## config.mk

```make
export PLATFORM = sky130hd
export DESIGN_NAME = slf_core_ctrl
export DESIGN_NICKNAME = d
export VERILOG_FILES = /design/src/sv/slf_pkg.sv /design/src/sv/slf_core_ctrl.sv
export SDC_FILE = /design/constraint.sdc
export NUM_CORES = 1
export LEC_CHECK = 0
export ABC_CLOCK_PERIOD_IN_PS = 1400
export BUFFER_PORTS_ARGS = -buffer_cell sky130_fd_sc_hd__buf_2
export CAP_MARGIN = 30
export CORE_MARGIN = 2
export CORE_UTILIZATION = 35
export CTS_BUF_LIST = sky130_fd_sc_hd__clkbuf_4
export DETAILED_ROUTE_END_ITERATION = 8
export PLACE_DENSITY = 0.65
export SLEW_MARGIN = 30
export SYNTH_ARGS = -nofsm -noshare
export SYNTH_HDL_FRONTEND = slang
export SYNTH_SLANG_ARGS = --single-unit
export TNS_END_PERCENT = 30
```

## constraint.sdc

```tcl
create_clock -name clk -period 1.4 [get_ports clk]
set_input_delay 0.07 -clock clk [delete_from_list [all_inputs] [get_ports clk]]
set_output_delay 0.07 -clock clk [all_outputs]
set_load 0.01 [all_outputs]
```

## src/sv/slf_pkg.sv

```systemverilog
package slf_pkg;

    localparam int VALUE_BITS = 32;
    localparam int FACTOR_FRAC_BITS = 15;
    localparam int NUM_FIELDS = 5;
    localparam int IN_BITS = 32;
    localparam int OUT_BITS = 32;
    localparam int FACTOR_OUT_BITS = 16;
    localparam int FACTOR_BITS = FACTOR_FRAC_BITS + 1;
    localparam int MAG_BITS = VALUE_BITS + 1;
    localparam int DIFF_BITS = VALUE_BITS + 1;
    localparam int REM_BITS = MAG_BITS + 1;
    localparam int PROD_BITS = MAG_BITS + FACTOR_BITS;
    localparam int CNT_BITS = $clog2(FACTOR_FRAC_BITS + 1);
    localparam logic [FACTOR_BITS-1:0] FACTOR_ONE = FACTOR_BITS'(1) << FACTOR_FRAC_BITS;

    typedef enum logic [1:0] {
        MODE_CENTRE    = 2'd0,
        MODE_NEIGHBOUR = 2'd1,
        MODE_NODE      = 2'd2,
        MODE_COEF      = 2'd3
    } mode_t;

    typedef enum logic [1:0] {
        ST_IDLE,
        ST_DIV,
        ST_OUT
    } state_t;

    typedef struct packed {
        logic [1:0]           mode;
        logic signed [31:0]   density;
        logic signed [31:0]   momentum_x;
        logic signed [31:0]   momentum_y;
        logic signed [31:0]   momentum_z;
        logic signed [31:0]   energy;
    } in_item_t;

    typedef struct packed {
        logic signed [31:0]   scaled_density;
        logic signed [31:0]   scaled_momentum_x;
        logic signed [31:0]   scaled_momentum_y;
        logic signed [31:0]   scaled_momentum_z;
        logic signed [31:0]   scaled_energy;
        logic [15:0]          factor_density;
        logic [15:0]          factor_momentum_x;
        logic [15:0]          factor_momentum_y;
        logic [15:0]          factor_momentum_z;
        logic [15:0]          factor_energy;
    } out_item_t;

    typedef struct packed {
        logic start;
        logic step;
        logic [1:0] mode;
    } lane_ctrl_t;

    function automatic logic signed [VALUE_BITS-1:0] load_value(logic [IN_BITS-1:0] raw);
        logic signed [63:0] ext;
        ext = 64'(signed'(raw));
        return ext[VALUE_BITS-1:0];
    endfunction

endpackage

```

## src/sv/slf_core_ctrl.sv

```systemverilog
module slf_core_ctrl
    import slf_pkg::*;
(
    input  logic       clk,
    input  logic       rst_n,
    input  logic       in_fire,
    input  logic [1:0] in_mode,
    input  logic       out_fire,
    output logic       in_ready,
    output logic       out_valid,
    output lane_ctrl_t ctrl
);

    state_t state_reg, state_next;
    logic [CNT_BITS-1:0] cnt_reg, cnt_next;
    logic [1:0] mode_reg, mode_next;

    always_comb
    begin
        state_next = state_reg;
        cnt_next = cnt_reg;
        mode_next = mode_reg;
        case (state_reg)
            ST_IDLE:
            begin
                if (in_fire)
                begin
                    mode_next = in_mode;
                    cnt_next = '0;
                    if (in_mode == MODE_NODE)
                        state_next = ST_DIV;
                    else if (in_mode == MODE_COEF)
                        state_next = ST_OUT;
                end
            end
            ST_DIV:
            begin
                if (cnt_reg == CNT_BITS'(FACTOR_FRAC_BITS))
                begin
                    state_next = ST_IDLE;
                    mode_next = MODE_CENTRE;
                end
                else
                    cnt_next = cnt_reg + CNT_BITS'(1);
            end
            ST_OUT:
            begin
                if (out_fire)
                    state_next = ST_IDLE;
            end
            default:
                state_next = ST_IDLE;
        endcase
    end

    always_comb
    begin
        in_ready = (state_reg == ST_IDLE);
        out_valid = (state_reg == ST_OUT);
        ctrl.start = in_fire;
        ctrl.step = (state_reg == ST_DIV) && (cnt_reg != CNT_BITS'(FACTOR_FRAC_BITS));
        ctrl.mode = in_fire ? in_mode : mode_reg;
    end

    always_ff @(posedge clk or negedge rst_n)
    begin
        if (!rst_n)
        begin
            state_reg <= ST_IDLE;
            cnt_reg <= '0;
            mode_reg <= MODE_CENTRE;
        end
        else
        begin
            state_reg <= state_next;
            cnt_reg <= cnt_next;
            mode_reg <= mode_next;
        end
    end

endmodule

```

==> flow_metrics.tcl <==
set metrics [dict create \
    status "finished clean" \
    setup-violations-final 0 \
    vias 399 \
    yosysSeqAreaShare_pct 41.5 \
    area_growth_pct 24.4 \
    critPathRequiredTime_ns 1.33 \
    dp_slack_ns 0.0642 \
    synth_largest_area_cell "dfrtp_1" \
    floorplan.initialDensity_pct 37.1 \
    dp_hpwl_um 709 \
    finalPower_uw 1140 \
    period_share_pct 93.2 \
    clk_latency_ns 0.25 \
    holdPathEnd "state_reg[0]" \
    fin_crit_ns 1.30 \
    ctsLongestPathBuffers 2 \
    grt_pass1_wl_mm 1.74 \
    io_buffers 11 \
    synth_edf_count 0 \
    totalWireLength_um 983 \
    seq_power_share_pct 37.1 \
    timing.hold.ws_ns 0.0363 \
    yosys.cell_types.count 25 \
    die_area_um2 1690 \
    ys_top_cells_by_count "dfrtp_1 (8), a21oi_1 (4), nand2_1 (4), inv_1 (3), nand2b_1 (3)" \
    drc 0 \
    synthArstFlopShare_pct 100 \
    fillers 134 \
    r2r_slack_ns 0.18 \
    route.antenna.remaining_nets 0 \
    syn_inst 47 \
    clkPwrFrac_pct 15.3 \
    yosysMostFrequentCell "dfrtp_1" \
    setup_slack_ns 0.0956 \
    yosysWarnings 0 \
    grt_pass1_vias 378 \
    antenna_cells 0 \
    grt_max_degree 10 \
    ys.flop_type "dfrtp_1" \
    multiInputGateArea_um2 256 \
    synth_seq_cells 8 \
    start_kind "flip-flop" \
    final-hold-violation-count 0 \
    numCtsBuffers 3 \
    slew_viol_final 0 \
    comb_power_share_pct 47.6 \
    slew_headroom_pct 76.2 \
    cts-root-buf "clkbuf_4" \
    maxCapViolCount 0 \
    end_kind "output pin" \
    reg2reg_depth 4 \
    hp-start "in_mode[0]" \
    syn-num-nets 54 \
    cts.clk_slew.worst_paths_ns 0.06 \
    place.gp.congestion 0.753 \
    routedWlPerCell_um 12.6 \
    die_h_um 41.1 \
    first_pass_iters 4 \
    worstMarginPinSlew_ns 0.357 \
    viasPerCell 5.12 \
    clock_sinks 8 \
    critPathKind "flip-flop to output pin" \
    seq_area_um2 200 \
    top_level_ports 12 \
    syn_area_um2 483 \
    clock.fmax_mhz 767 \
    clock_skew_ns 0.00456 \
    rows 13 \
    tns_ns 0 \
    power_switching_uw 441 \
    r2r_end "cnt_reg[1]" \
    cp_max_fo 4 \
    ys_top_cells_by_area "dfrtp_1 (41%), mux2_2 (4.7%), a21oi_1 (4.1%)" \
    die-width_um 41.1 \
    cp.arrival_ns 1.23 \
    p_leak_uw 0.000282 \
    core_area_um2 1300 \
    synth_top_area_share_pct 41.5 \
    drtIter0Drc 5 \
    power_density_nw_per_um2 1910 \
    antenna_found_initial 0 \
    largest_register_ffs 4 \
    hold_path_class "input pin to flip-flop" \
    finalNetCount 72 \
    overflow 0 \
    ir_drop_mv 0.823 \
    p_int_uw 703 \
    cts_tree "built" \
    grt_use_total_pct 16.5 \
    htreeDepth 1 \
    rsz0062_at_grt "false" \
    synth_area_per_cell_um2 10.3 \
    min_delay_path_depth 2 \
    p_sw_share_pct 38.5 \
    layout-drive-gt1-share_pct 44.4 \
    r2r-start "cnt_reg[1]" \
]
cell type report:
| type | instances | share of cell area (%) |
|---|---|---|
| multi-input cells | 33 | 42.7 |
| inverters | 4 | 2.50 |
| flip-flops and latches | 8 | 33.3 |
| well taps | 15 | 3.13 |
| clock buffers | 3 | 3.75 |
| repair buffers | 15 | 14.6 |
timing repair:
item | in CTS | in global routing
setup buffers | 1 | 1
hold buffers | 1 | 0
gates resized for setup | 1 | 1
hold endpoints to repair | 8 | 0
endpoints found under the setup margin | 1 | 1
power by group through the flow:
stage	clock [uW]	combinational [uW]	sequential [uW]
2_1_floorplan	0	425	379
3_3_place_gp	0	479	433
3_5_place_dp	0	479	439
4_1_cts	185	524	427
5_1_grt	193	615	441
6_report	175	545	425
cells in the final DEF, fill, tap and decap left out, drive strengths merged:
cell,n
o21ai,2
o22a,1
nor4b,1
dfrtp,8
nand2b,3
nor2,3
a21boi,1
a21bo,1
inv,4
nand3,3
dlygate4sd3,1
a21oi,4
nand2,4
o41ai,1
clkbuf,3
nor3,3
mux2,3
mux2i,1
a41oi,1
ha,1
buf,14
per-stage QoR:
stage | area [um^2] | instances | util (%)
after CTS | 591 | 77 | 45.4
after floorplan | 483 | 47 | -
after global routing | 601 | 78 | 46.2
after detailed placement | 546 | 72 | 41.9
after global placement | 546 | 72 | 41.9
final | 601 | 78 | 46.2
worst max-delay path by stage:
stage | to | slack [ns] | depth (start not counted) | from
final | ctrl[2] | 0.1 | 5 | cnt_reg[1]
after detailed placement | cnt_reg[1] | 0.06 | 4 | cnt_reg[0]
after floorplan | cnt_reg[1] | 0.10 | 4 | cnt_reg[0]
after global placement | cnt_reg[1] | 0.09 | 4 | cnt_reg[0]
after CTS | ctrl[2] | 0.03 | 5 | cnt_reg[1]
after global routing | ctrl[2] | 0.0007 | 5 | cnt_reg[1]
worst max-delay path: stages (launching register included):
cell,delay (ns)
dfrtp_1,0.40
ha_2,0.19
nand3_2,0.10
nand3_4,0.10
inv_1,0.08
buf_2,0.12
cell families (layout without fill, tap and decap cells):
group / Yosys count / count (layout) / share of synthesized area (%)
adder cells (fa/ha/maj): 1 / 1 / 2.59
AND/OR/NAND/NOR: 17 / 17 / 23.8
buffers and inverters: 6 / 22 / 6.99
flip-flops: 8 / 8 / 41.5
AO/OA/AOI/OAI: 11 / 11 / 15.3
multiplexers: 4 / 4 / 9.84
metal layers:
layer	global-route usage, %	wire [um]	up-vias
li1	-	-	202
met1	22.0	479	187
met2	23.0	451	8
met3	4.89	35	2
met4	9.68	16	0
met5	0	0	-
Note: power is estimated with default switching activity, not from simulation.
