## src/sv/slf_pkg.sv

```systemverilog
package slf_pkg;

    localparam int VALUE_BITS = 32;
    localparam int FACTOR_FRAC_BITS = 15;
    localparam int NUM_FIELDS = 5;
    localparam int IN_BITS = 32;
    localparam int OUT_BITS = 32;
    localparam int FACTOR_OUT_BITS = 16;
    localparam int FACTOR_BITS = FACTOR_FRAC_BITS + 1;
    localparam int MAG_BITS = VALUE_BITS + 1;
    localparam int DIFF_BITS = VALUE_BITS + 1;
    localparam int REM_BITS = MAG_BITS + 1;
    localparam int PROD_BITS = MAG_BITS + FACTOR_BITS;
    localparam int CNT_BITS = $clog2(FACTOR_FRAC_BITS + 1);
    localparam logic [FACTOR_BITS-1:0] FACTOR_ONE = FACTOR_BITS'(1) << FACTOR_FRAC_BITS;

    typedef enum logic [1:0] {
        MODE_CENTRE    = 2'd0,
        MODE_NEIGHBOUR = 2'd1,
        MODE_NODE      = 2'd2,
        MODE_COEF      = 2'd3
    } mode_t;

    typedef enum logic [1:0] {
        ST_IDLE,
        ST_DIV,
        ST_OUT
    } state_t;

    typedef struct packed {
        logic [1:0]           mode;
        logic signed [31:0]   density;
        logic signed [31:0]   momentum_x;
        logic signed [31:0]   momentum_y;
        logic signed [31:0]   momentum_z;
        logic signed [31:0]   energy;
    } in_item_t;

    typedef struct packed {
        logic signed [31:0]   scaled_density;
        logic signed [31:0]   scaled_momentum_x;
        logic signed [31:0]   scaled_momentum_y;
        logic signed [31:0]   scaled_momentum_z;
        logic signed [31:0]   scaled_energy;
        logic [15:0]          factor_density;
        logic [15:0]          factor_momentum_x;
        logic [15:0]          factor_momentum_y;
        logic [15:0]          factor_momentum_z;
        logic [15:0]          factor_energy;
    } out_item_t;

    typedef struct packed {
        logic start;
        logic step;
        logic [1:0] mode;
    } lane_ctrl_t;

    function automatic logic signed [VALUE_BITS-1:0] load_value(logic [IN_BITS-1:0] raw);
        logic signed [63:0] ext;
        ext = 64'(signed'(raw));
        return ext[VALUE_BITS-1:0];
    endfunction

endpackage

```

## src/sv/slf_lane.sv

```systemverilog
module slf_lane
    import slf_pkg::*;
(
    input  logic                          clk,
    input  logic                          rst_n,
    input  lane_ctrl_t                    ctrl,
    input  logic signed [VALUE_BITS-1:0]  value,
    output logic signed [OUT_BITS-1:0]    scaled,
    output logic [FACTOR_BITS-1:0]        factor
);

    logic signed [VALUE_BITS-1:0] centre_reg, lower_reg, upper_reg;
    logic [FACTOR_BITS-1:0]       lim_reg, lim_next;
    logic [REM_BITS-1:0]          rem_reg, rem_next;
    logic [MAG_BITS-1:0]          den_reg;
    logic [FACTOR_BITS-1:0]       quo_reg, quo_next;
    logic                         direct_reg;
    logic [FACTOR_BITS-1:0]       direct_val_reg;
    logic signed [OUT_BITS-1:0]   scaled_reg, scaled_next;

    logic signed [DIFF_BITS-1:0]  node_diff, bound_diff;
    logic [MAG_BITS-1:0]          num_mag, den_mag;
    logic [REM_BITS-1:0]          shifted;
    logic [MAG_BITS-1:0]          coef_mag;
    logic [PROD_BITS-1:0]         prod, prod_adj;
    logic [PROD_BITS-FACTOR_FRAC_BITS-1:0] prod_sh;
    logic [FACTOR_BITS-1:0]       cand;

    always_comb
    begin
        node_diff = DIFF_BITS'(value) - DIFF_BITS'(centre_reg);
        if (value > centre_reg)
            bound_diff = DIFF_BITS'(upper_reg) - DIFF_BITS'(centre_reg);
        else
            bound_diff = DIFF_BITS'(centre_reg) - DIFF_BITS'(lower_reg);
        num_mag = MAG_BITS'(bound_diff);
        den_mag = node_diff[DIFF_BITS-1] ? MAG_BITS'(-node_diff) : MAG_BITS'(node_diff);
        shifted = rem_reg << 1;
        if (shifted >= REM_BITS'(den_reg))
        begin
            rem_next = shifted - REM_BITS'(den_reg);
            quo_next = (quo_reg << 1) | FACTOR_BITS'(1);
        end
        else
        begin
            rem_next = shifted;
            quo_next = quo_reg << 1;
        end
        cand = direct_reg ? direct_val_reg : quo_reg;
        coef_mag = value[VALUE_BITS-1] ? MAG_BITS'(-DIFF_BITS'(value)) : MAG_BITS'(value);
        prod = PROD_BITS'(coef_mag) * PROD_BITS'(lim_reg);
        if (value[VALUE_BITS-1])
        begin
            prod_adj = prod + PROD_BITS'(FACTOR_ONE - FACTOR_BITS'(1));
            prod_sh = prod_adj[PROD_BITS-1:FACTOR_FRAC_BITS];
            scaled_next = OUT_BITS'(-prod_sh);
        end
        else
        begin
            prod_adj = prod;
            prod_sh = prod_adj[PROD_BITS-1:FACTOR_FRAC_BITS];
            scaled_next = OUT_BITS'(prod_sh);
        end
    end

    always_ff @(posedge clk or negedge rst_n)
    begin
        if (!rst_n)
        begin
            centre_reg <= '0;
            lower_reg  <= '0;
            upper_reg  <= '0;
        end
        else if (ctrl.start)
        begin
            case (ctrl.mode)
                MODE_CENTRE:
                begin
                    centre_reg <= value;
                    lower_reg  <= value;
                    upper_reg  <= value;
                end
                MODE_NEIGHBOUR:
                begin
                    if (value < lower_reg)
                        lower_reg <= value;
                    if (value > upper_reg)
                        upper_reg <= value;
                end
                default:
                begin
                end
            endcase
        end
    end

    // Divider: loaded on every accepted request; a node request then steps it one quotient bit per step.
    always_ff @(posedge clk)
    begin
        if (ctrl.start)
        begin
            rem_reg <= REM_BITS'(num_mag);
            den_reg <= den_mag;
            quo_reg <= '0;
            direct_reg <= (node_diff == '0) || (num_mag >= den_mag);
            direct_val_reg <= FACTOR_ONE;
            scaled_reg <= scaled_next;
        end
        else if (ctrl.step)
        begin
            rem_reg <= rem_next;
            quo_reg <= quo_next;
        end
    end

    assign lim_next = (ctrl.mode == MODE_NODE && !ctrl.start && !ctrl.step && cand < lim_reg)
                      ? cand : lim_reg;
    always_ff @(posedge clk or negedge rst_n)
    begin
        if (!rst_n)
            lim_reg <= FACTOR_ONE;
        else if (ctrl.start && ctrl.mode == MODE_CENTRE)
            lim_reg <= FACTOR_ONE;
        else
            lim_reg <= lim_next;
    end

    assign scaled = scaled_reg;
    assign factor = lim_reg;

endmodule

```

## config.mk

```make
export PLATFORM = sky130hd
export DESIGN_NAME = slf_lane
export DESIGN_NICKNAME = d
export VERILOG_FILES = /design/src/sv/slf_pkg.sv /design/src/sv/slf_lane.sv
export SDC_FILE = /design/constraint.sdc
export NUM_CORES = 2
export LEC_CHECK = 0
export CORE_ASPECT_RATIO = 1.2
export CORE_MARGIN = 2
export CORE_UTILIZATION = 45
export DETAILED_ROUTE_END_ITERATION = 7
export DONT_BUFFER_PORTS = 1
export PLACE_DENSITY = 0.58
export RECOVER_POWER = 50
export SLEW_MARGIN = 25
export SYNTH_ARGS = -nofsm -noshare
export SYNTH_HDL_FRONTEND = slang
export SYNTH_SLANG_ARGS = --single-unit
```

## constraint.sdc

```tcl
create_clock -name clk -period 11.3 [get_ports clk]
set_input_delay 0.565 -clock clk [delete_from_list [all_inputs] [get_ports clk]]
set_output_delay 0.565 -clock clk [all_outputs]
set_load 0.1 [all_outputs]
```

==> flow_metrics.py <==
metrics = {
    "status": {
        "outcome": "finished with violations",
        "failed_checks": "capacitance limit, slew limit",
    },
    "worst_setup_path": {
        "critical_path.top_delay_family": "adder cells",
        "worstPathArrival_ns": 10.84,
        "cp_common_cell": "fa_1",
        "cp-end-kind": "register",
        "slowest_stage": "fa_1",
        "cp_max_fo": 10,
        "cp.required_ns": 11.63,
        "path_class": "input pin to register",
        "critical_path_buf_inv_count": 5,
        "worstSetupStartpointType": "input pin",
        "cpPeakStageDelay_ns": 0.58,
    },
    "global_routing": {
        "grt_usage_pct": 24.6,
        "grt_max_degree": 113,
        "overflow": 0,
        "antenna_found_initial": 1,
        "grt_pass1_wl_microns": 166000,
        "grt_pass1_vias": 30200,
    },
    "clock_network": {
        "cts_tree": "yes",
        "clkLatencyLatePin_ns": 0.59,
        "cts.clk_slew.worst_paths_ns": 0.06,
        "h-tree-depth": 1,
        "clock_sinks": 227,
        "cts_setup_buffers": 0,
        "cts_buffers": 29,
        "cts_root_buffer": "clkbuf_16",
        "cts_buffer_depth": 3,
    },
    "power_and_ir_drop": {
        "ir_drop_mv": 0.222,
        "power.leakage_uw": 0.0184,
        "switching_share_pct": 49.2,
        "clkPwrFrac_pct": 12.7,
        "p_int_uw": 3810,
        "p_switching_uw": 3690,
        "powerDensity_mw_per_mm2": 191,
        "p_total_uw": 7500,
        "seq_power_share_pct": 22.8,
        "p_comb_share_pct": 64.5,
    },
    "placement": {
        "placed_cells": 5235,
        "gp_congestion": 0.877,
        "port-buffer-count": 0,
        "hpwl_microns": 82900,
        "dpl_worst_slack_ns": 0.315,
    },
    "synthesis": {
        "synth_cells": 4266,
        "synthesis.area_sq_mm": 0.0371,
        "synth_compound_area_share_pct": 12.8,
        "yosysSeqAreaShare_pct": 16.4,
        "ys_top_cells_by_count": "682 x inv_1, 485 x nand2_1, 435 x fa_1",
        "synth_top_family_by_area": "adder cells",
        "yosys.area_share.adder_pct": 35.4,
        "post-synth-top-count-cell": "inv_1",
        "synth_flop_cell": "dfrtp_1",
        "yosysWarnings": 0,
        "synth_area_per_cell_sq_um": 8.70,
        "ys_types": 101,
        "synth-xor-area-share_pct": 5.61,
        "synth_largest_area_cell": "fa_1",
        "synth-edff-count": 99,
        "postSynth.asyncResetShare_pct": 49.3,
        "synthMuxAreaShare_pct": 4.11,
        "synthTopCellsByArea": "fa_1 23%, ha_1 12%, edfxtp_1 8.0%",
        "synth_top_cell_area_share_pct": 23.5,
        "synth_seq_cells": 227,
        "yosys.area_share.simple_pct": 17.1,
    },
    "timing": {
        "finalWorstSetupSlack_ns": 0.792,
        "final_max_slew_viol_count": 230,
        "rsz0062_at_grt": "false",
        "setup_viol": 0,
        "finalCriticalPeriod_ns": 10.51,
        "fmax_mhz": 95.2,
        "worst-slew-pin-transition_ns": 6.68,
        "finClkSkew_ns": 0.0199,
        "fin_setup_tns_ns": 0,
        "hold_viol": 0,
        "fin_crit_sh_pct": 93.0,
        "relSlewSlack_pct": -345,
    },
    "drt": {
        "highest_layer": "met4",
        "antenna_left": 0,
        "dr.first_iter.drc_count": 1475,
        "route.detailed.drc": 0,
        "met1Wirelength_microns": 42500,
        "wl_met2_microns": 51400,
        "wl_per_cell_microns": 19.2,
        "via_count": 28900,
        "routed_wirelength_microns": 102000,
        "wl_met3_microns": 4710,
        "vias_per_cell": 5.45,
        "drtPass1Iterations": 5,
    },
    "floorplanning": {
        "die_w_microns": 266,
        "core_sq_mm": 0.0819,
        "rows": 115,
        "io-pin-count": 86,
        "die_area_sq_mm": 0.0848,
        "die_h_microns": 319,
        "start_util_pct": 45.3,
    },
    "cells_and_area": {
        "antenna_cells": 0,
        "drive_gt1_share_pct": 6.18,
        "n_fill_cell": 7967,
        "post_layout_nonfiller_instances": 5290,
        "area_growth_pct": 6.07,
        "final_nets": 5042,
    },
    "hold_path": {
        "min_path_type": "input pin to register",
    },
    "run": {
        "max_cap_violations": 4,
    },
}
-- final timing paths --
path / from / endpoint / slack (ns) / depth (start not counted)
max: value[1] / scaled[31] / 0.79 / 34
min: ctrl[3] / quo_reg[11] / 0.06 / 1
max reg2reg: factor[15] / scaled[31] / 2.01 / 27
min reg2reg: quo_reg[15] / quo_reg[15] / 0.49 / 2
max in group asynchronous: rst_n / factor[10] / 3.63 / 2
min in group asynchronous: rst_n / centre_reg[31] / 3.05 / 2
-- layout by cell type (no fill, tap or decap), types with 31 or more instances in the layout --
master	netlist	routed
or3_1	31	31
buf_4	0	60
nor2_1	246	246
mux2i_1	58	57
inv_1	682	682
nand2_1	485	485
a21oi_1	221	218
ha_1	354	354
o21a_1	46	46
nand2b_1	46	46
nand3_1	37	37
edfxtp_1	99	99
o21ai_0	158	158
fa_1	435	435
xnor2_1	153	152
xor2_1	83	83
a21o_1	96	96
nand4_1	39	39
nor3_1	49	49
dfrtp_1	111	96
mux2_2	84	84
and2_1	181	181
nor2b_1	54	53
-- per-stage QoR --
stage                     hold slack, ns  utilization, %  area, sq um
after floorplan                    0.269               -        37100
after global placement             0.276            46.9        38400
after detailed placement           0.276            46.9        38400
after CTS                         0.0327            48.1        39400
after global routing              0.0366            48.1        39400
final                             0.0616            48.1        39400
-- layout make-up --
cell class	count	area, sq um	share of cell area [%]
Tap cell	1053	1320	3.35
Clock inverter	13	129	0.327
Clock buffer	40	831	2.11
Sequential cell	227	6120	15.5
Multi-Input combinational cell	3211	27900	71.0
Inverter	683	2560	6.51
Timing Repair Buffer	63	468	1.19
-- what timing repair did --
| item | in CTS | in global routing |
|---|---|---|
| resized for setup | 0 | 0 |
| hold buffers | 2 | 0 |
| endpoints found under the hold margin | 112 | 0 |
-- cells by family (layout without fill, tap and decap cells) --
group	count (synthesis)	in the layout
mux	142	142
flops	227	227
fa+ha+maj	789	789
xor+xnor	237	237
other cells	2	14
simple gates	1295	1295
compound gates	734	734
buf+inv	840	799
-- metal layers --
metal | global-route usage, % | up-vias
met3 | 3.74 | 146
met1 | 30.6 | 14300
met2 | 44.0 | 541
met4 | 6.73 | 0
met5 | 0 | -
li1 | - | 13900
-- power groups by stage --
stage | logic (uW) | clock network [uW] | registers [uW]
after global routing | 5440 | 1010 | 1740
final | 4840 | 956 | 1710
after detailed placement | 4810 | 0 | 1720
after global placement | 4780 | 0 | 1720
after floorplan | 3650 | 0 | 1670
after CTS | 4860 | 980 | 1710
No activity file was read; power rests on OpenSTA's default activity.
